### src/rtl/core/erpp_pkg.sv
// ----------------------------------------------------------------------------
// erpp_pkg
// Shared types, sizes and codes for the e-paper row pixel packer.
// ----------------------------------------------------------------------------
package erpp_pkg;

   localparam int ROW_PIXELS  = 2048;
   localparam int MAIN_BYTES  = 1024;
   localparam int PLANE_BYTES = 256;

   localparam int MAIN_AW  = $clog2(MAIN_BYTES);
   localparam int PLANE_AW = $clog2(PLANE_BYTES);

   localparam int PIX_W   = 11;
   localparam int BIDX_W  = 10;
   localparam int USED_W  = 11;
   localparam int FMT_W   = 3;
   localparam int CSR_AW  = 3;
   localparam int CSR_DW  = 11;

   // pixel formats
   localparam logic [FMT_W-1:0] FMT_MONO  = 3'd0;
   localparam logic [FMT_W-1:0] FMT_GREY2 = 3'd1;
   localparam logic [FMT_W-1:0] FMT_3C    = 3'd2;
   localparam logic [FMT_W-1:0] FMT_4C    = 3'd3;
   localparam logic [FMT_W-1:0] FMT_7C    = 3'd4;

   // request types
   localparam logic [1:0] REQ_CLEAR = 2'd0;
   localparam logic [1:0] REQ_PACK  = 2'd1;
   localparam logic [1:0] REQ_READ  = 2'd2;

   // three-colour classes
   localparam logic [7:0] CLS_BLACK = 8'd1;
   localparam logic [7:0] CLS_RED   = 8'd2;

   // register indexes
   localparam logic [CSR_AW-1:0] CSR_PIXEL_FORMAT = 3'd0;
   localparam logic [CSR_AW-1:0] CSR_USED_BYTES   = 3'd1;
   localparam logic [CSR_AW-1:0] CSR_FILL_1BPP    = 3'd2;
   localparam logic [CSR_AW-1:0] CSR_FILL_2BPP    = 3'd3;
   localparam logic [CSR_AW-1:0] CSR_FILL_4C      = 3'd4;
   localparam logic [CSR_AW-1:0] CSR_FILL_4BPP    = 3'd5;

   localparam logic [USED_W-1:0] USED_RST = 11'd1024;
   localparam logic [7:0] FILL_1BPP_RST = 8'd255;
   localparam logic [7:0] FILL_2BPP_RST = 8'd255;
   localparam logic [7:0] FILL_4C_RST   = 8'd85;
   localparam logic [7:0] FILL_4BPP_RST = 8'd17;

   localparam logic [7:0] PAIR_MASK = 8'h03;
   localparam logic [7:0] NIB_HI    = 8'hF0;
   localparam logic [7:0] NIB_LO    = 8'h0F;

   typedef struct packed {
      logic [1:0]        req_type;
      logic [PIX_W-1:0]  pixel_index;
      logic [7:0]        pixel_value;
      logic [BIDX_W-1:0] byte_index;
      logic              plane;
   } req_type_type;

   typedef struct packed {
      logic [7:0] read_data;
      logic       out_of_range;
   } rsp_type;

   typedef struct packed {
      logic [FMT_W-1:0]  pixel_format;
      logic [USED_W-1:0] used_bytes;
      logic [7:0]        white_fill_1bpp;
      logic [7:0]        white_fill_2bpp;
      logic [7:0]        white_fill_4c;
      logic [7:0]        white_fill_4bpp;
   } cfg_type;

   typedef struct packed {
      logic                main_re;
      logic [MAIN_AW-1:0]  main_raddr;
      logic                plane_re;
      logic [PLANE_AW-1:0] plane_raddr;
      logic                main_we;
      logic [MAIN_AW-1:0]  main_waddr;
      logic [7:0]          main_wdata;
      logic                plane_we;
      logic [PLANE_AW-1:0] plane_waddr;
      logic [7:0]          plane_wdata;
   } mem_cmd_type;

endpackage

### src/rtl/core/erpp_csr.sv
// ----------------------------------------------------------------------------
// erpp_csr
// Configuration registers of the row pixel packer.
// ----------------------------------------------------------------------------
module erpp_csr (
   input  logic                         clock,
   input  logic                         reset,
   input  logic                         csr_we,
   input  logic [erpp_pkg::CSR_AW-1:0]  csr_index,
   input  logic [erpp_pkg::CSR_DW-1:0]  csr_wdata,
   output erpp_pkg::cfg_type            cfg
);

   erpp_pkg::cfg_type cfg_ff, cfg_in;

   always_comb begin
      cfg_in = cfg_ff;
      if (csr_we) begin
         unique case (csr_index)
            erpp_pkg::CSR_PIXEL_FORMAT: cfg_in.pixel_format    = csr_wdata[erpp_pkg::FMT_W-1:0];
            erpp_pkg::CSR_USED_BYTES:   cfg_in.used_bytes      = csr_wdata[erpp_pkg::USED_W-1:0];
            erpp_pkg::CSR_FILL_1BPP:    cfg_in.white_fill_1bpp = csr_wdata[7:0];
            erpp_pkg::CSR_FILL_2BPP:    cfg_in.white_fill_2bpp = csr_wdata[7:0];
            erpp_pkg::CSR_FILL_4C:      cfg_in.white_fill_4c   = csr_wdata[7:0];
            erpp_pkg::CSR_FILL_4BPP:    cfg_in.white_fill_4bpp = csr_wdata[7:0];
            default: ;
         endcase
      end
   end

   always_ff @(posedge clock) begin
      if (reset) begin
         cfg_ff.pixel_format    <= erpp_pkg::FMT_MONO;
         cfg_ff.used_bytes      <= erpp_pkg::USED_RST;
         cfg_ff.white_fill_1bpp <= erpp_pkg::FILL_1BPP_RST;
         cfg_ff.white_fill_2bpp <= erpp_pkg::FILL_2BPP_RST;
         cfg_ff.white_fill_4c   <= erpp_pkg::FILL_4C_RST;
         cfg_ff.white_fill_4bpp <= erpp_pkg::FILL_4BPP_RST;
      end else begin
         cfg_ff <= cfg_in;
      end
   end

   assign cfg = cfg_ff;

endmodule

### config.mk
export PLATFORM = sky130hd
export DESIGN_NAME = erpp_csr
export DESIGN_NICKNAME = d
export VERILOG_FILES = /design/src/rtl/core/erpp_pkg.sv /design/src/rtl/core/erpp_csr.sv
export SDC_FILE = /design/constraint.sdc
export NUM_CORES = 1
export LEC_CHECK = 0
export BUFFER_PORTS_ARGS = -buffer_cell sky130_fd_sc_hd__buf_2
export CORE_AREA = 4 4 67 69
export CTS_BUF_LIST = sky130_fd_sc_hd__clkbuf_16
export DETAILED_ROUTE_END_ITERATION = 6
export DIE_AREA = 0 0 71 73
export GPL_TIMING_DRIVEN = 0
export HOLD_SLACK_MARGIN = 0.05
export MAX_ROUTING_LAYER = met4
export PLACE_DENSITY = 0.76
export RECOVER_POWER = 50
export SYNTH_ARGS = -nofsm -noshare
export SYNTH_HDL_FRONTEND = slang
export SYNTH_SLANG_ARGS = --single-unit
### constraint.sdc
create_clock -name clock -period 1.5 [get_ports clock]
set_clock_uncertainty 0.15 [all_clocks]
set_input_delay 0.3 -clock clock [delete_from_list [all_inputs] [get_ports clock]]
set_output_delay 0.3 -clock clock [all_outputs]
set_load 0.02 [all_outputs]
==> results.py <==
metrics = {
    "status": {
        "status": "finished clean",
    },
    "synth": {
        "synth_area_leaders": "dfxtp_1, mux2i_1, nand2b_1, nor2_1, buf_2",
        "synth_cells": 178,
        "async_flop_share_pct": 0,
        "yosysTopAreaCell": "dfxtp_1",
        "ys_seq_elements": 46,
        "synth-simple-area-share_pct": 22.0,
        "synth.area.mux_share_pct": 25.0,
        "synth_top_family_by_area": "multiplexers",
        "syn_avg_cell_area_um2": 10.4,
        "syn-num-nets": 195,
        "synth_commonest_cells": "dfxtp_1, mux2i_1, nand2b_1",
        "yosysSeqAreaShare_pct": 50.0,
        "yosysWarnings": 0,
        "synth_area_um2": 1840,
        "ys.flop_type": "dfxtp_1",
        "synth_xor_area_share_pct": 0,
        "synth_edf_count": 0,
        "yosysUniqueCellTypes": 11,
        "synth_fa_ha_area_share_pct": 0,
        "synth_top_area_share_pct": 50.0,
        "synth_compound_area_share_pct": 0,
    },
    "clock_network": {
        "clock_tree.root_cell": "clkbuf_16",
        "cts-resized-gates": 0,
        "clk_pin_slew_ns": 0.06,
        "htreeDepth": 2,
        "cts.sinks": 46,
        "post_cts_buffers": 0,
        "insertion_delay_ns": 0.27,
        "cts_tree": "built",
        "cts_made_buffers": 5,
        "clock_path_buffers": 2,
        "hold_buffers": 0,
    },
    "floorplan": {
        "fp.dieH_um": 73,
        "die_w_um": 71,
        "core_area_um2": 3910,
        "initial_utilization_pct": 47.1,
        "fp.dieArea_um2": 5180,
        "row_count": 23,
        "ios": 63,
    },
    "route": {
        "routed_via_density": 4.74,
        "drc_errors": 0,
        "wl_met2_um": 1880,
        "detail-route-antenna-nets": 0,
        "wl_met3_um": 245,
        "first_iter_violations": 80,
        "wire_per_inst_um": 13.6,
        "routed_wl_um": 4040,
        "drt-pass1-iter-count": 4,
        "wirelength_met1_um": 1870,
        "via_count": 1407,
        "dr.max_layer_used": "met4",
    },
    "placement": {
        "placed_area_um2": 2210,
        "portBuffers": 61,
        "dp_hpwl_um": 3070,
        "pre_cts_slack_ns": -0.0560,
        "gp_congestion": 0.737,
    },
    "setup_path": {
        "critPathLaunchType": "flip-flop",
        "crit_start": "cfg[19]",
        "cp.depth": 1,
        "crit_type": "reg -> out",
        "cp_slowest_cell": "dfxtp_1",
        "critPathTopFamily": "flip-flops",
        "r2r_cells": 2,
        "crit_end": "cfg[19]",
        "worstPathRequired_ns": 1.05,
        "cp-end-kind": "primary output",
        "r2r-start": "cfg[24]",
        "path_max_fanout": 2,
        "regToRegSetupSlack_ns": 0.73,
        "worst_path_largest_cell_delay_ns": 0.35,
        "r2r_end": "cfg[24]",
        "path_cells": "clkbuf_1",
        "critPathBufInv": 1,
        "cp.arrival_ns": 0.86,
    },
    "timing": {
        "hold_viol": 0,
        "setup_tns_ns": 0,
        "setup_violations": 0,
        "rsz0062_at_grt": "false",
        "fmax_mhz": 764,
        "tightest_slew_ns": 0.449,
        "relSlewSlack_pct": 69.9,
        "drv_slew": 0,
        "worst_slack_ns": 0.191,
        "fin_crit_sh_pct": 87.3,
        "min_period_ns": 1.31,
    },
    "final_layout": {
        "nets": 263,
        "layout-drive-gt1-share_pct": 16.2,
        "multiInputGateArea_um2": 866,
        "fin_area_um2": 2310,
        "fin_util_pct": 59.0,
        "insertedDiodeCount": 0,
        "area_growth_pct": 25.2,
        "largest_reg_flops": 46,
        "n_fill_cell": 388,
        "regArea_um2": 921,
    },
    "grt": {
        "grt_pass1_vias": 1416,
        "grt_pass1_wl_um": 6810,
        "grt_max_degree": 14,
        "antenna_found_initial": 0,
        "grt_overflow_total": 0,
        "grt_use_total_pct": 17.4,
    },
    "hold_path": {
        "hold_class": "in -> reg",
        "hold_depth": 3,
    },
    "power": {
        "power_density_nw_per_um2": 1080,
        "p_leak_nw": 1.02,
        "ir_drop_mv": 0.636,
    },
    "flow_run": {
        "drv_cap": 0,
    },
}
-- area by class of cell --
type                    instances  share of cell area, %
clock buffers                   5                   5.42
multi-input cells             119                   37.5
clock inverters                 3                  0.542
repair buffers                 61                   11.4
flip-flops and latches         46                   39.9
well taps                      50                   2.71
plain buffers                  13                   2.44
-- cells by family after synthesis --
group | Yosys count
multiplexers | 46
AND/OR/NAND/NOR | 73
buffers and inverters | 13
flip-flops | 46
-- routing by layer --
layer,global-route usage [%],up-vias
met2,28.2,41
li1,-,726
met4,5.85,0
met5,-,-
met3,3.72,7
met1,21.5,633
-- cells in the final DEF, fill, tap and decap left out --
master	netlist	routed
mux2i_1	46	46
dfxtp_1	46	46
clkbuf_1	7	40
buf_2	6	33
nand2b_1	33	33
nor2_1	32	32
clkbuf_16	0	5
nor4bb_1	3	3
nand4b_1	2	2
clkbuf_2	0	1
and4b_1	1	1
or4b_1	1	1
nand4bb_1	1	1
inv_1	0	1
clkinv_1	0	1
clkinv_2	0	1
-- stage by stage --
step | std cells | power (mW) | hold WS, ns
floorplan | 178 | 1.43 | 0.305
global placement | 289 | 1.51 | 0.307
global route | 297 | 2.59 | 0.139
finish | 297 | 2.49 | 0.133
CTS | 297 | 2.53 | 0.130
detailed placement | 289 | 1.51 | 0.313
-- worst min-delay path by stage --
stage | end | start
after floorplan | cfg[36] | csr_wdata[4]
after global placement | cfg[15] | cfg[15]
after detailed placement | cfg[41] | cfg[41]
after CTS | cfg[41] | csr_wdata[9]
after global routing | cfg[41] | csr_wdata[9]
final | cfg[41] | csr_wdata[9]
-- power by group --
group	switching [mW]	total (mW)	internal [mW]
clock	0.408	1.01	0.601
combinational	0.130	0.214	0.0840
sequential	0.0139	1.26	1.25
Power figures use the tool's default switching activity.
