File: src/rtl/core/erpp_pkg.sv
// ----------------------------------------------------------------------------
// erpp_pkg
// Shared types, sizes and codes for the e-paper row pixel packer.
// ----------------------------------------------------------------------------
package erpp_pkg;

   localparam int ROW_PIXELS  = 2048;
   localparam int MAIN_BYTES  = 1024;
   localparam int PLANE_BYTES = 256;

   localparam int MAIN_AW  = $clog2(MAIN_BYTES);
   localparam int PLANE_AW = $clog2(PLANE_BYTES);

   localparam int PIX_W   = 11;
   localparam int BIDX_W  = 10;
   localparam int USED_W  = 11;
   localparam int FMT_W   = 3;
   localparam int CSR_AW  = 3;
   localparam int CSR_DW  = 11;

   // pixel formats
   localparam logic [FMT_W-1:0] FMT_MONO  = 3'd0;
   localparam logic [FMT_W-1:0] FMT_GREY2 = 3'd1;
   localparam logic [FMT_W-1:0] FMT_3C    = 3'd2;
   localparam logic [FMT_W-1:0] FMT_4C    = 3'd3;
   localparam logic [FMT_W-1:0] FMT_7C    = 3'd4;

   // request types
   localparam logic [1:0] REQ_CLEAR = 2'd0;
   localparam logic [1:0] REQ_PACK  = 2'd1;
   localparam logic [1:0] REQ_READ  = 2'd2;

   // three-colour classes
   localparam logic [7:0] CLS_BLACK = 8'd1;
   localparam logic [7:0] CLS_RED   = 8'd2;

   // register indexes
   localparam logic [CSR_AW-1:0] CSR_PIXEL_FORMAT = 3'd0;
   localparam logic [CSR_AW-1:0] CSR_USED_BYTES   = 3'd1;
   localparam logic [CSR_AW-1:0] CSR_FILL_1BPP    = 3'd2;
   localparam logic [CSR_AW-1:0] CSR_FILL_2BPP    = 3'd3;
   localparam logic [CSR_AW-1:0] CSR_FILL_4C      = 3'd4;
   localparam logic [CSR_AW-1:0] CSR_FILL_4BPP    = 3'd5;

   localparam logic [USED_W-1:0] USED_RST = 11'd1024;
   localparam logic [7:0] FILL_1BPP_RST = 8'd255;
   localparam logic [7:0] FILL_2BPP_RST = 8'd255;
   localparam logic [7:0] FILL_4C_RST   = 8'd85;
   localparam logic [7:0] FILL_4BPP_RST = 8'd17;

   localparam logic [7:0] PAIR_MASK = 8'h03;
   localparam logic [7:0] NIB_HI    = 8'hF0;
   localparam logic [7:0] NIB_LO    = 8'h0F;

   typedef struct packed {
      logic [1:0]        req_type;
      logic [PIX_W-1:0]  pixel_index;
      logic [7:0]        pixel_value;
      logic [BIDX_W-1:0] byte_index;
      logic              plane;
   } req_type_type;

   typedef struct packed {
      logic [7:0] read_data;
      logic       out_of_range;
   } rsp_type;

   typedef struct packed {
      logic [FMT_W-1:0]  pixel_format;
      logic [USED_W-1:0] used_bytes;
      logic [7:0]        white_fill_1bpp;
      logic [7:0]        white_fill_2bpp;
      logic [7:0]        white_fill_4c;
      logic [7:0]        white_fill_4bpp;
   } cfg_type;

   typedef struct packed {
      logic                main_re;
      logic [MAIN_AW-1:0]  main_raddr;
      logic                plane_re;
      logic [PLANE_AW-1:0] plane_raddr;
      logic                main_we;
      logic [MAIN_AW-1:0]  main_waddr;
      logic [7:0]          main_wdata;
      logic                plane_we;
      logic [PLANE_AW-1:0] plane_waddr;
      logic [7:0]          plane_wdata;
   } mem_cmd_type;

endpackage

File: src/rtl/core/erpp_seq.sv
// ----------------------------------------------------------------------------
// erpp_seq
// Request sequencer: address and bound checks, read-modify-write of one
// byte, clear sweep and the response register.
// ----------------------------------------------------------------------------
module erpp_seq (
   input  logic                   clock,
   input  logic                   reset,
   input  erpp_pkg::cfg_type      cfg,
   input  logic                   req_valid,
   output logic                   req_ready,
   input  erpp_pkg::req_type_type req_data,
   output logic                   rsp_valid,
   input  logic                   rsp_ready,
   output erpp_pkg::rsp_type      rsp_data,
   output erpp_pkg::mem_cmd_type  cmd,
   input  logic [7:0]             main_rdata,
   input  logic [7:0]             plane_rdata
);

   localparam logic [1:0] ST_IDLE  = 2'd0;
   localparam logic [1:0] ST_MOD   = 2'd1;
   localparam logic [1:0] ST_CLEAR = 2'd2;

   logic [1:0]                     state_ff, state_in;
   logic [erpp_pkg::USED_W-1:0]    cnt_ff, cnt_in;
   logic [1:0]                     op_ff, op_in;
   logic [2:0]                     xlo_ff, xlo_in;
   logic [7:0]                     val_ff, val_in;
   logic                           psel_ff, psel_in;
   logic                           oor_ff, oor_in;
   logic [erpp_pkg::MAIN_AW-1:0]   addr_ff, addr_in;
   logic                           rsp_valid_ff, rsp_valid_in;
   erpp_pkg::rsp_type              rsp_ff, rsp_in;

   logic [erpp_pkg::USED_W-1:0]    main_bound;
   logic [erpp_pkg::USED_W-1:0]    plane_bound;
   logic [erpp_pkg::PIX_W-1:0]     pix_idx;
   logic                           pack_oor;
   logic                           read_oor;
   logic                           is_3c;
   logic                           out_free;
   logic [7:0]                     fill;
   logic [7:0]                     new_main;
   logic [7:0]                     new_plane;
   logic [2:0]                     sh;
   logic [7:0]                     pmask;
   logic [1:0]                     code;
   logic [7:0]                     bmask;
   logic                           blk;
   logic                           col;

   assign main_bound  = (32'(cfg.used_bytes) < erpp_pkg::MAIN_BYTES)
                        ? cfg.used_bytes : erpp_pkg::USED_W'(erpp_pkg::MAIN_BYTES);
   assign plane_bound = (32'(cfg.used_bytes) < erpp_pkg::PLANE_BYTES)
                        ? cfg.used_bytes : erpp_pkg::USED_W'(erpp_pkg::PLANE_BYTES);
   assign is_3c       = (cfg.pixel_format == erpp_pkg::FMT_3C);
   assign out_free    = !rsp_valid_ff || rsp_ready;

   always_comb begin
      unique case (cfg.pixel_format)
         erpp_pkg::FMT_GREY2: fill = cfg.white_fill_2bpp;
         erpp_pkg::FMT_4C:    fill = cfg.white_fill_4c;
         erpp_pkg::FMT_7C:    fill = cfg.white_fill_4bpp;
         default:             fill = cfg.white_fill_1bpp;
      endcase
   end

   // byte index and bound check of an incoming transaction
   always_comb begin
      unique case (cfg.pixel_format)
         erpp_pkg::FMT_GREY2, erpp_pkg::FMT_4C:
            pix_idx = erpp_pkg::PIX_W'(req_data.pixel_index >> 2);
         erpp_pkg::FMT_7C:
            pix_idx = erpp_pkg::PIX_W'(req_data.pixel_index >> 1);
         default:
            pix_idx = erpp_pkg::PIX_W'(req_data.pixel_index >> 3);
      endcase
      pack_oor = (32'(req_data.pixel_index) >= erpp_pkg::ROW_PIXELS)
                 || (32'(pix_idx) >= 32'(main_bound))
                 || (is_3c && (32'(pix_idx) >= 32'(plane_bound)));
      if (req_data.plane) begin
         read_oor = 32'(req_data.byte_index) >= 32'(plane_bound);
      end else begin
         read_oor = 32'(req_data.byte_index) >= 32'(main_bound);
      end
   end

   // byte modify
   always_comb begin
      sh        = {~xlo_ff[1:0], 1'b0};
      pmask     = erpp_pkg::PAIR_MASK << sh;
      code      = (cfg.pixel_format == erpp_pkg::FMT_GREY2) ? val_ff[7:6] : val_ff[1:0];
      bmask     = 8'd1 << (~xlo_ff);
      blk       = (val_ff != erpp_pkg::CLS_BLACK);
      col       = (val_ff == erpp_pkg::CLS_BLACK) || (val_ff != erpp_pkg::CLS_RED);
      new_plane = col ? (plane_rdata | bmask) : (plane_rdata & ~bmask);
      unique case (cfg.pixel_format)
         erpp_pkg::FMT_GREY2, erpp_pkg::FMT_4C:
            new_main = (main_rdata & ~pmask) | (8'(code) << sh);
         erpp_pkg::FMT_7C:
            new_main = xlo_ff[0] ? ((main_rdata & erpp_pkg::NIB_HI) | {4'd0, val_ff[3:0]})
                                 : ((main_rdata & erpp_pkg::NIB_LO) | {val_ff[3:0], 4'd0});
         erpp_pkg::FMT_3C:
            new_main = blk ? (main_rdata | bmask) : (main_rdata & ~bmask);
         default:
            new_main = (val_ff == 8'd0) ? (main_rdata | bmask) : (main_rdata & ~bmask);
      endcase
   end

   always_comb begin
      state_in     = state_ff;
      cnt_in       = cnt_ff;
      op_in        = op_ff;
      xlo_in       = xlo_ff;
      val_in       = val_ff;
      psel_in      = psel_ff;
      oor_in       = oor_ff;
      addr_in      = addr_ff;
      rsp_valid_in = rsp_valid_ff && !rsp_ready;
      rsp_in       = rsp_ff;
      cmd          = '0;
      unique case (state_ff)
         ST_IDLE: begin
            cmd.main_raddr  = (req_data.req_type == erpp_pkg::REQ_READ)
                              ? req_data.byte_index[erpp_pkg::MAIN_AW-1:0]
                              : pix_idx[erpp_pkg::MAIN_AW-1:0];
            cmd.plane_raddr = (req_data.req_type == erpp_pkg::REQ_READ)
                              ? req_data.byte_index[erpp_pkg::PLANE_AW-1:0]
                              : pix_idx[erpp_pkg::PLANE_AW-1:0];
            if (req_valid) begin
               cmd.main_re  = 1'b1;
               cmd.plane_re = 1'b1;
               op_in        = req_data.req_type;
               xlo_in       = req_data.pixel_index[2:0];
               val_in       = req_data.pixel_value;
               psel_in      = req_data.plane;
               addr_in      = pix_idx[erpp_pkg::MAIN_AW-1:0];
               unique case (req_data.req_type)
                  erpp_pkg::REQ_PACK: oor_in = pack_oor;
                  erpp_pkg::REQ_READ: oor_in = read_oor;
                  default:            oor_in = 1'b0;
               endcase
               if (req_data.req_type == erpp_pkg::REQ_CLEAR) begin
                  cnt_in   = '0;
                  state_in = ST_CLEAR;
               end else begin
                  state_in = ST_MOD;
               end
            end
         end
         ST_MOD: begin
            if (out_free) begin
               cmd.main_we      = (op_ff == erpp_pkg::REQ_PACK) && !oor_ff;
               cmd.plane_we     = cmd.main_we && is_3c;
               cmd.main_waddr   = addr_ff;
               cmd.plane_waddr  = addr_ff[erpp_pkg::PLANE_AW-1:0];
               cmd.main_wdata   = new_main;
               cmd.plane_wdata  = new_plane;
               rsp_valid_in     = 1'b1;
               rsp_in.out_of_range = oor_ff;
               if ((op_ff == erpp_pkg::REQ_READ) && !oor_ff) begin
                  rsp_in.read_data = psel_ff ? plane_rdata : main_rdata;
               end else begin
                  rsp_in.read_data = '0;
               end
               state_in = ST_IDLE;
            end
         end
         ST_CLEAR: begin
            cmd.main_waddr  = cnt_ff[erpp_pkg::MAIN_AW-1:0];
            cmd.plane_waddr = cnt_ff[erpp_pkg::PLANE_AW-1:0];
            cmd.main_wdata  = fill;
            cmd.plane_wdata = fill;
            if (cnt_ff < main_bound) begin
               cmd.main_we  = 1'b1;
               cmd.plane_we = is_3c && (cnt_ff < plane_bound);
               cnt_in       = cnt_ff + 1'b1;
            end else if (out_free) begin
               rsp_valid_in = 1'b1;
               rsp_in       = '0;
               state_in     = ST_IDLE;
            end
         end
         default: begin
            state_in = ST_IDLE;
         end
      endcase
   end

   always_ff @(posedge clock) begin
      if (reset) begin
         state_ff     <= ST_IDLE;
         cnt_ff       <= '0;
         rsp_valid_ff <= 1'b0;
      end else begin
         state_ff     <= state_in;
         cnt_ff       <= cnt_in;
         rsp_valid_ff <= rsp_valid_in;
      end
   end

   always_ff @(posedge clock) begin
      op_ff   <= op_in;
      xlo_ff  <= xlo_in;
      val_ff  <= val_in;
      psel_ff <= psel_in;
      oor_ff  <= oor_in;
      addr_ff <= addr_in;
      rsp_ff  <= rsp_in;
   end

   assign req_ready = (state_ff == ST_IDLE);
   assign rsp_valid = rsp_valid_ff;
   assign rsp_data  = rsp_ff;

endmodule

File: config.mk
export PLATFORM = sky130hd
export DESIGN_NAME = erpp_seq
export DESIGN_NICKNAME = d
export VERILOG_FILES = /design/src/rtl/core/erpp_pkg.sv /design/src/rtl/core/erpp_seq.sv
export SDC_FILE = /design/constraint.sdc
export NUM_CORES = 1
export LEC_CHECK = 0
export BUFFER_PORTS_ARGS = -buffer_cell sky130_fd_sc_hd__buf_4
export CORE_MARGIN = 2
export CORE_UTILIZATION = 25
export CTS_BUF_LIST = sky130_fd_sc_hd__clkbuf_8 sky130_fd_sc_hd__clkbuf_16
export CTS_CLUSTER_DIAMETER = 100
export DETAILED_ROUTE_END_ITERATION = 7
export GPL_TIMING_DRIVEN = 0
export PLACE_DENSITY_LB_ADDON = 0.15
export SLEW_MARGIN = 30
export SYNTH_ARGS = -nofsm -noshare
export SYNTH_HDL_FRONTEND = slang
export SYNTH_SLANG_ARGS = --single-unit
File: constraint.sdc
create_clock -name clock -period 3.88 [get_ports clock]
set_input_delay 0.776 -clock clock [delete_from_list [all_inputs] [get_ports clock]]
set_output_delay 0.776 -clock clock [all_outputs]
set_load 0.01 [all_outputs]
==> impl_metrics.ini, run 1 <==
[routing]
detail_route.wl_per_cell_um = 18.4
viasPerCell = 5.01
vias_after_detailed_routing = 5320
drt_drc_violations_left = 0
totalWireLength_mm = 19.5
starting_drt_drc_count = 396
drtPass1Iterations = 5
ant_nets = 0

[synth]
synthesis.instances = 612
ys_seq_area_frac = 0.255
post_synth.cell_area_avg_um2 = 8.33
synth_top_area_share = 0.200
yosys_register_bits = 48
ys.flop_type = edfxtp_1
ys_top_cells_by_area = edfxtp_1 (20%), ha_1 (15%), dfxtp_1 (5.5%), mux2i_1 (5.1%), o21ai_0 (5.0%)
fraction_of_synthesis_flops_using_an_asynchronous_set_or_reset_pin = 0
syn-cell-area_um2 = 5100
number_of_distinct_library_cell_variants_in_the_gate_level_netlist_after_synthesis = 68
biggest_area_consumer_among_synthesized_cells = edfxtp_1
synth_edf_count = 34
synthesis.yosys.warnings = 0

[outcome]
run_status = finished clean

[placed_design]
placement.io_buffers = 163
pre_cts_ws_ns = -0.696
globalplace.congestion = 0.828
post-dp-hpwl_mm = 15.9

[setup_path]
cp.arrival_ns = 3.03
worst_r2r_end = rsp_data[0]$_SDFFCE_PP0P_
class_of_the_most_critical_setup_path = input pin to output port
critical_path_peak_fanout = 10
r2r-start = cnt_ff[1]$_SDFFE_PP0P_
startpoint_type = input pin
worst_r2r_path_depth = 8
register_to_register_setup_slack_ns = 0.96
cp_data_required_time_ns = 3.10
crit_path_end_kind = output port

[timing]
setup_ws_ns = 0.0755
final_max_slew_viol_count = 0
fmax_mhz = 263
minimum_hold_slack_ns = 0.539
hold_viol = 0
finalSetupViolCount = 0
period_share = 0.981
fin_skew_ns = 0.00938
worst_pin_slew_ns = 0.814
slew_headroom = 0.457
timing.final.crit_period_ns = 3.80

[worst_hold_path]
hold_start = cnt_ff[10]$_SDFFE_PP0P_
hold_path_end = cnt_ff[10]$_SDFFE_PP0P_
worstHoldPathType = register to register
hold_path_depth = 2

[clock_tree]
ctsHoldBuffers = 0
tritoncts = yes
clock_sink_count = 48
cts.root.buffer_cell = clkbuf_16
clk_latency_ns = 0.30
cts_buffers = 5
clock_tree.htree_level_count = 2
cts-root-to-sink-buffers = 2
clkTransAtPathRegs_ns = 0.07

[die]
fp.dieH_um = 147
i_o_pin_count = 165
floorplan.rows = 52
full_die_area_um2 = 21500
coreArea_um2 = 20100
initial_core_util = 0.254
die_width_um = 147

[final_layout]
n_antenna_cell = 0
syn_to_final_growth_pct = 36.3
post_route_cells_drive_above_1_share = 0.276
filler_cell_count = 2131
fin_nets = 949

[power_and_ir_drop]
p_leak_nw = 2.98
irDropWorstVdd_v = 0.000168
power_density_nw_per_um2 = 261

[global_route]
grt_max_degree = 23
grt.total_usage = 0.181
globalRouteOverflowTotal = 0
antenna_violations_before_repair = 0
number_of_global_route_vias_before_repair = 5171
grt_first_pass_wirelength_mm = 30.5

[flow_run]
max_cap_viol_count = 0
[metal layers]
metal | GRT usage | wire, um
met5 | 0 | 0
met4 | 0.0422 | 332
met3 | 0.0248 | 836
met2 | 0.284 | 8590
met1 | 0.263 | 9770
[power by group]
part | switching, mW | internal (mW)
combinational | 0.409 | 0.336
sequential | 0.0222 | 0.597
clock | 0.210 | 0.235
total | 0.642 | 1.17
[cells in the final DEF (no fill, tap or decap), types with 11 or more instances in the layout]
| cell | instances |
|---|---|
| o21ai_0 | 49 |
| ha_1 | 61 |
| a22oi_1 | 15 |
| mux2i_1 | 24 |
| inv_1 | 12 |
| nor2b_1 | 29 |
| buf_4 | 186 |
| clkbuf_1 | 21 |
| nand2b_1 | 11 |
| o21a_1 | 11 |
| a221oi_1 | 16 |
| a21oi_1 | 39 |
| a21o_1 | 11 |
| nand3_1 | 21 |
| nand2_1 | 50 |
| dfxtp_1 | 14 |
| nor2_1 | 56 |
| edfxtp_1 | 34 |
[synth_stat cells (6+ instances only)]
library cell / count
mux2i_1: 26
clkbuf_1: 22
nor2b_1: 29
o21a_1: 11
dfxtp_1: 14
o211ai_1: 9
a211oi_1: 7
a21o_1: 11
nor2_1: 57
and2_1: 6
a22oi_1: 15
nand3_1: 21
o21ai_0: 51
edfxtp_1: 34
nand2_1: 51
nand4_1: 7
a221oi_1: 16
a21oi_1: 40
or3_1: 8
nand2b_1: 11
buf_4: 17
ha_1: 61
inv_1: 11
[timing repair]
action | in CTS | in global routing
resized for setup | 13 | 4
pin swaps | 3 | 2
gates cloned | 0 | 0
setup buffers | 1 | 4
setup endpoints to repair | 9 | 10
[kinds of logic after synthesis]
group | count (synthesis) | share of synthesized area
compound gates | 195 | 0.258
xor+xnor | 3 | 0.00516
fa+ha+maj | 62 | 0.152
buf+inv | 58 | 0.0562
flops | 48 | 0.255
mux | 28 | 0.0555
other cells | 1 | 0.000736
simple gates | 217 | 0.217
[registers in the layout, summed over array words and instances, names as in the netlist]
register / cells
addr_ff: 10
cnt_ff: 11
oor_ff: 1
op_ff: 2
psel_ff: 1
rsp_data: 9
rsp_valid: 1
state_ff: 2
val_ff: 8
xlo_ff: 3
[critical path, cell delays in order]
cell and delay, ns:
buf_4 0.15, clkinv_4 0.09, buf_8 0.13, nand2_2 0.08, ha_1 0.30, and3_4 0.17
a221o_1 0.34, a221oi_4 0.33, o21ai_4 0.11, o21ai_2 0.14, o2111a_1 0.25, buf_4 0.14
[cell type report]
type,count,area [um^2],share of cell area
tap,270,338,0.0486
clock inverter,3,15.0,0.00216
sequential,48,1300,0.187
inverter,12,50.0,0.00720
clock buffer,5,125,0.0180
multi-input combinational,507,3570,0.514
timing repair buffer,170,1300,0.187
buffer,46,253,0.0364
[worst max-delay path by stage]
stage          startpoint  endpoint  slack, ns  cells past startpoint
3_3_place_gp      cfg[42]   cmd[16]      -0.71                     12
5_1_grt           cfg[44]   cmd[18]     -0.002                      9
2_1_floorplan     cfg[42]   cmd[16]       0.12                     10
4_1_cts           cfg[42]   cmd[16]       0.02                     12
6_report          cfg[42]   cmd[16]       0.08                     12
3_5_place_dp      cfg[42]   cmd[16]      -0.70                     12
[through the flow]
step	util	area (um^2)	instances	power, mW	TNS (ns)
CTS	0.343	6910	1057	1.82	0
finish	0.346	6950	1061	1.81	0
floorplan	-	5100	613	1.03	0
global route	0.346	6950	1061	1.92	-0.00231
global placement	0.331	6660	1046	1.35	-2.82
detailed placement	0.334	6710	1048	1.36	-2.33
Power figures use the tool's default switching activity.
==> inputs of run 2 (changes only) <==
--- a/config.mk
+++ b/config.mk
@@ -6,6 +6,7 @@
 export NUM_CORES = 1
 export LEC_CHECK = 0
 export BUFFER_PORTS_ARGS = -buffer_cell sky130_fd_sc_hd__buf_4
+export CORE_ASPECT_RATIO = 1.1
 export CORE_MARGIN = 2
 export CORE_UTILIZATION = 25
 export CTS_BUF_LIST = sky130_fd_sc_hd__clkbuf_8 sky130_fd_sc_hd__clkbuf_16
@@ -13,6 +14,7 @@
 export DETAILED_ROUTE_END_ITERATION = 7
 export GPL_TIMING_DRIVEN = 0
 export PLACE_DENSITY_LB_ADDON = 0.15
+export RECOVER_POWER = 25
 export SLEW_MARGIN = 30
 export SYNTH_ARGS = -nofsm -noshare
 export SYNTH_HDL_FRONTEND = slang
==> constraint.sdc (replaced) <==
create_clock -name clock -period 3.88 [get_ports clock]
set_input_delay 0.194 -clock clock [delete_from_list [all_inputs] [get_ports clock]]
set_output_delay 0.194 -clock clock [all_outputs]
set_load 0.01 [all_outputs]
==> run 2 against run 1 <==
Compared with the run above: the run now ends with design-rule violations left; utilization decreased by 0.46 points; sequential power is essentially flat; highest routed layer unchanged; critical endpoint is now oor_ff$_DFFE_PP_; critical path type is now input pin to register; global-route usage is 0.29 points higher.
==> impl_metrics.ini, run 2 (same netlist as run 1, synthesis figures left out) <==
[clock_tree]
clock_tree.htree_level_count = 2
cts-root-to-sink-buffers = 2
post-cts-setup-buffer-count = 0
post_cts.resized_instances = 0
clk_latency_ns = 0.31
ctsHoldBuffers = 0
cts_buffers = 5
tritoncts = yes
clkTransAtPathRegs_ns = 0.08
cts.root.buffer_cell = clkbuf_16
clock_sink_count = 48

[setup_path]
cp_data_required_time_ns = 3.90
cp.arrival_ns = 3.54
critical_path_peak_fanout = 10
register_to_register_setup_slack_ns = 1.01
crit_path_end_kind = register
class_of_the_most_critical_setup_path = input pin to register
startpoint_type = input pin

[timing]
minimum_hold_slack_ns = 0.0799
slew_headroom = 0.496
fin_skew_ns = 0.0119
worst_pin_slew_ns = 0.753
fmax_mhz = 285
setup_total_negative_slack_ns = 0
setup_ws_ns = 0.369
timing.final.crit_period_ns = 3.51
hold_viol = 0
grt_setup_unrepaired = no
period_share = 0.905
finalSetupViolCount = 0
final_max_slew_viol_count = 0

[die]
die_width_um = 140
floorplan.rows = 54
i_o_pin_count = 165
initial_core_util = 0.256
fp.dieH_um = 154
coreArea_um2 = 19900
full_die_area_um2 = 21500

[routing]
ant_nets = 0
totalWireLength_mm = 19.7
drt_drc_violations_left = 9
met3RoutedLength_um = 773
vias_after_detailed_routing = 5330
maxUsedRoutingLayer = met4
drtPass1Iterations = 7
route.met2.wl_mm = 9.41
starting_drt_drc_count = 349
viasPerCell = 5.13
detail_route.wl_per_cell_um = 19.0
drt-met1-wl_mm = 9.10

[worst_hold_path]
worstHoldPathType = input pin to register

[placed_design]
pre_cts_ws_ns = 0.00782
post-dp-hpwl_mm = 16.1
globalplace.congestion = 0.821
placement.io_buffers = 163

[final_layout]
max_reg_flops = 11
multi_input_combinational_cell_area_um2 = 3520
layout_commonest_cell = buf_4
n_antenna_cell = 0
post_route_cells_drive_above_1_share = 0.239
layout.area.seq_um2 = 1300
syn_to_final_growth_pct = 33.3
largest-register = cnt_ff
filler_cell_count = 2124
fin_nets = 944
layout_common_cells = buf_4 (156), ha_1 (61), nor2_1 (57), nand2_1 (51), o21ai_0 (51)

[global_route]
grt_max_degree = 25
antenna_violations_before_repair = 0
grt_first_pass_wirelength_mm = 30.9
globalRouteOverflowTotal = 0
grt.total_usage = 0.184
number_of_global_route_vias_before_repair = 5313

[outcome]
violations = design-rule violations
run_status = complete, but fails checks

[flow_run]
max_cap_viol_count = 0

[power_and_ir_drop]
power_density_nw_per_um2 = 277
irDropWorstVdd_v = 0.000197
p_leak_nw = 2.89
==> run 2: stage by stage <==
stage / utilization / instance area, um^2 / power [mW] / cells
floorplan: - / 5100 / 1.03 / 613
global placement: 0.333 / 6640 / 1.36 / 1028
detailed placement: 0.335 / 6670 / 1.36 / 1030
CTS: 0.344 / 6860 / 1.91 / 1038
global route: 0.341 / 6800 / 1.99 / 1038
finish: 0.341 / 6800 / 1.88 / 1038
==> run 2: critical path: stages <==
cell	delay (ns)
buf_4	0.11
buf_2	0.22
nor3b_2	0.62
nor2_1	0.23
buf_2	0.26
a21oi_1	0.47
ha_1	0.32
nand2b_1	0.14
a21o_1	0.18
a21o_1	0.18
a221oi_1	0.30
o31a_1	0.16
o221ai_1	0.14
==> run 2: cell type report <==
type	count	share of cell area
buffer	46	0.0354
clock buffer	7	0.0258
clock inverter	1	0.00129
inverter	12	0.00663
multi-input combinational	507	0.518
sequential	48	0.191
tap	252	0.0464
timing repair buffer	165	0.175
==> run 2: report_power, final <==
group | switching (mW) | internal (mW) | leakage, nW
clock | 0.223 | 0.321 | 0.0908
combinational | 0.401 | 0.315 | 2.36
sequential | 0.0238 | 0.597 | 0.440
total | 0.649 | 1.23 | 2.89
==> run 2: final timing paths <==
kind              depth (start not counted)                      end                      from
setup / recovery                         13         oor_ff$_DFFE_PP_                   cfg[45]
hold / removal                            1      val_ff[2]$_DFFE_PP_              req_data[13]
setup reg to reg                          9   cnt_ff[7]$_SDFFE_PP0P_  state_ff[1]$_SDFFE_PP0P_
hold reg to reg                           2  cnt_ff[10]$_SDFFE_PP0P_   cnt_ff[10]$_SDFFE_PP0P_
==> run 2: routing by layer <==
| layer | global-route usage | vias to the layer above |
|---|---|---|
| li1 | - | 2662 |
| met1 | 0.241 | 2486 |
| met2 | 0.315 | 157 |
| met3 | 0.0265 | 25 |
| met4 | 0.0510 | 0 |
| met5 | 0 | - |
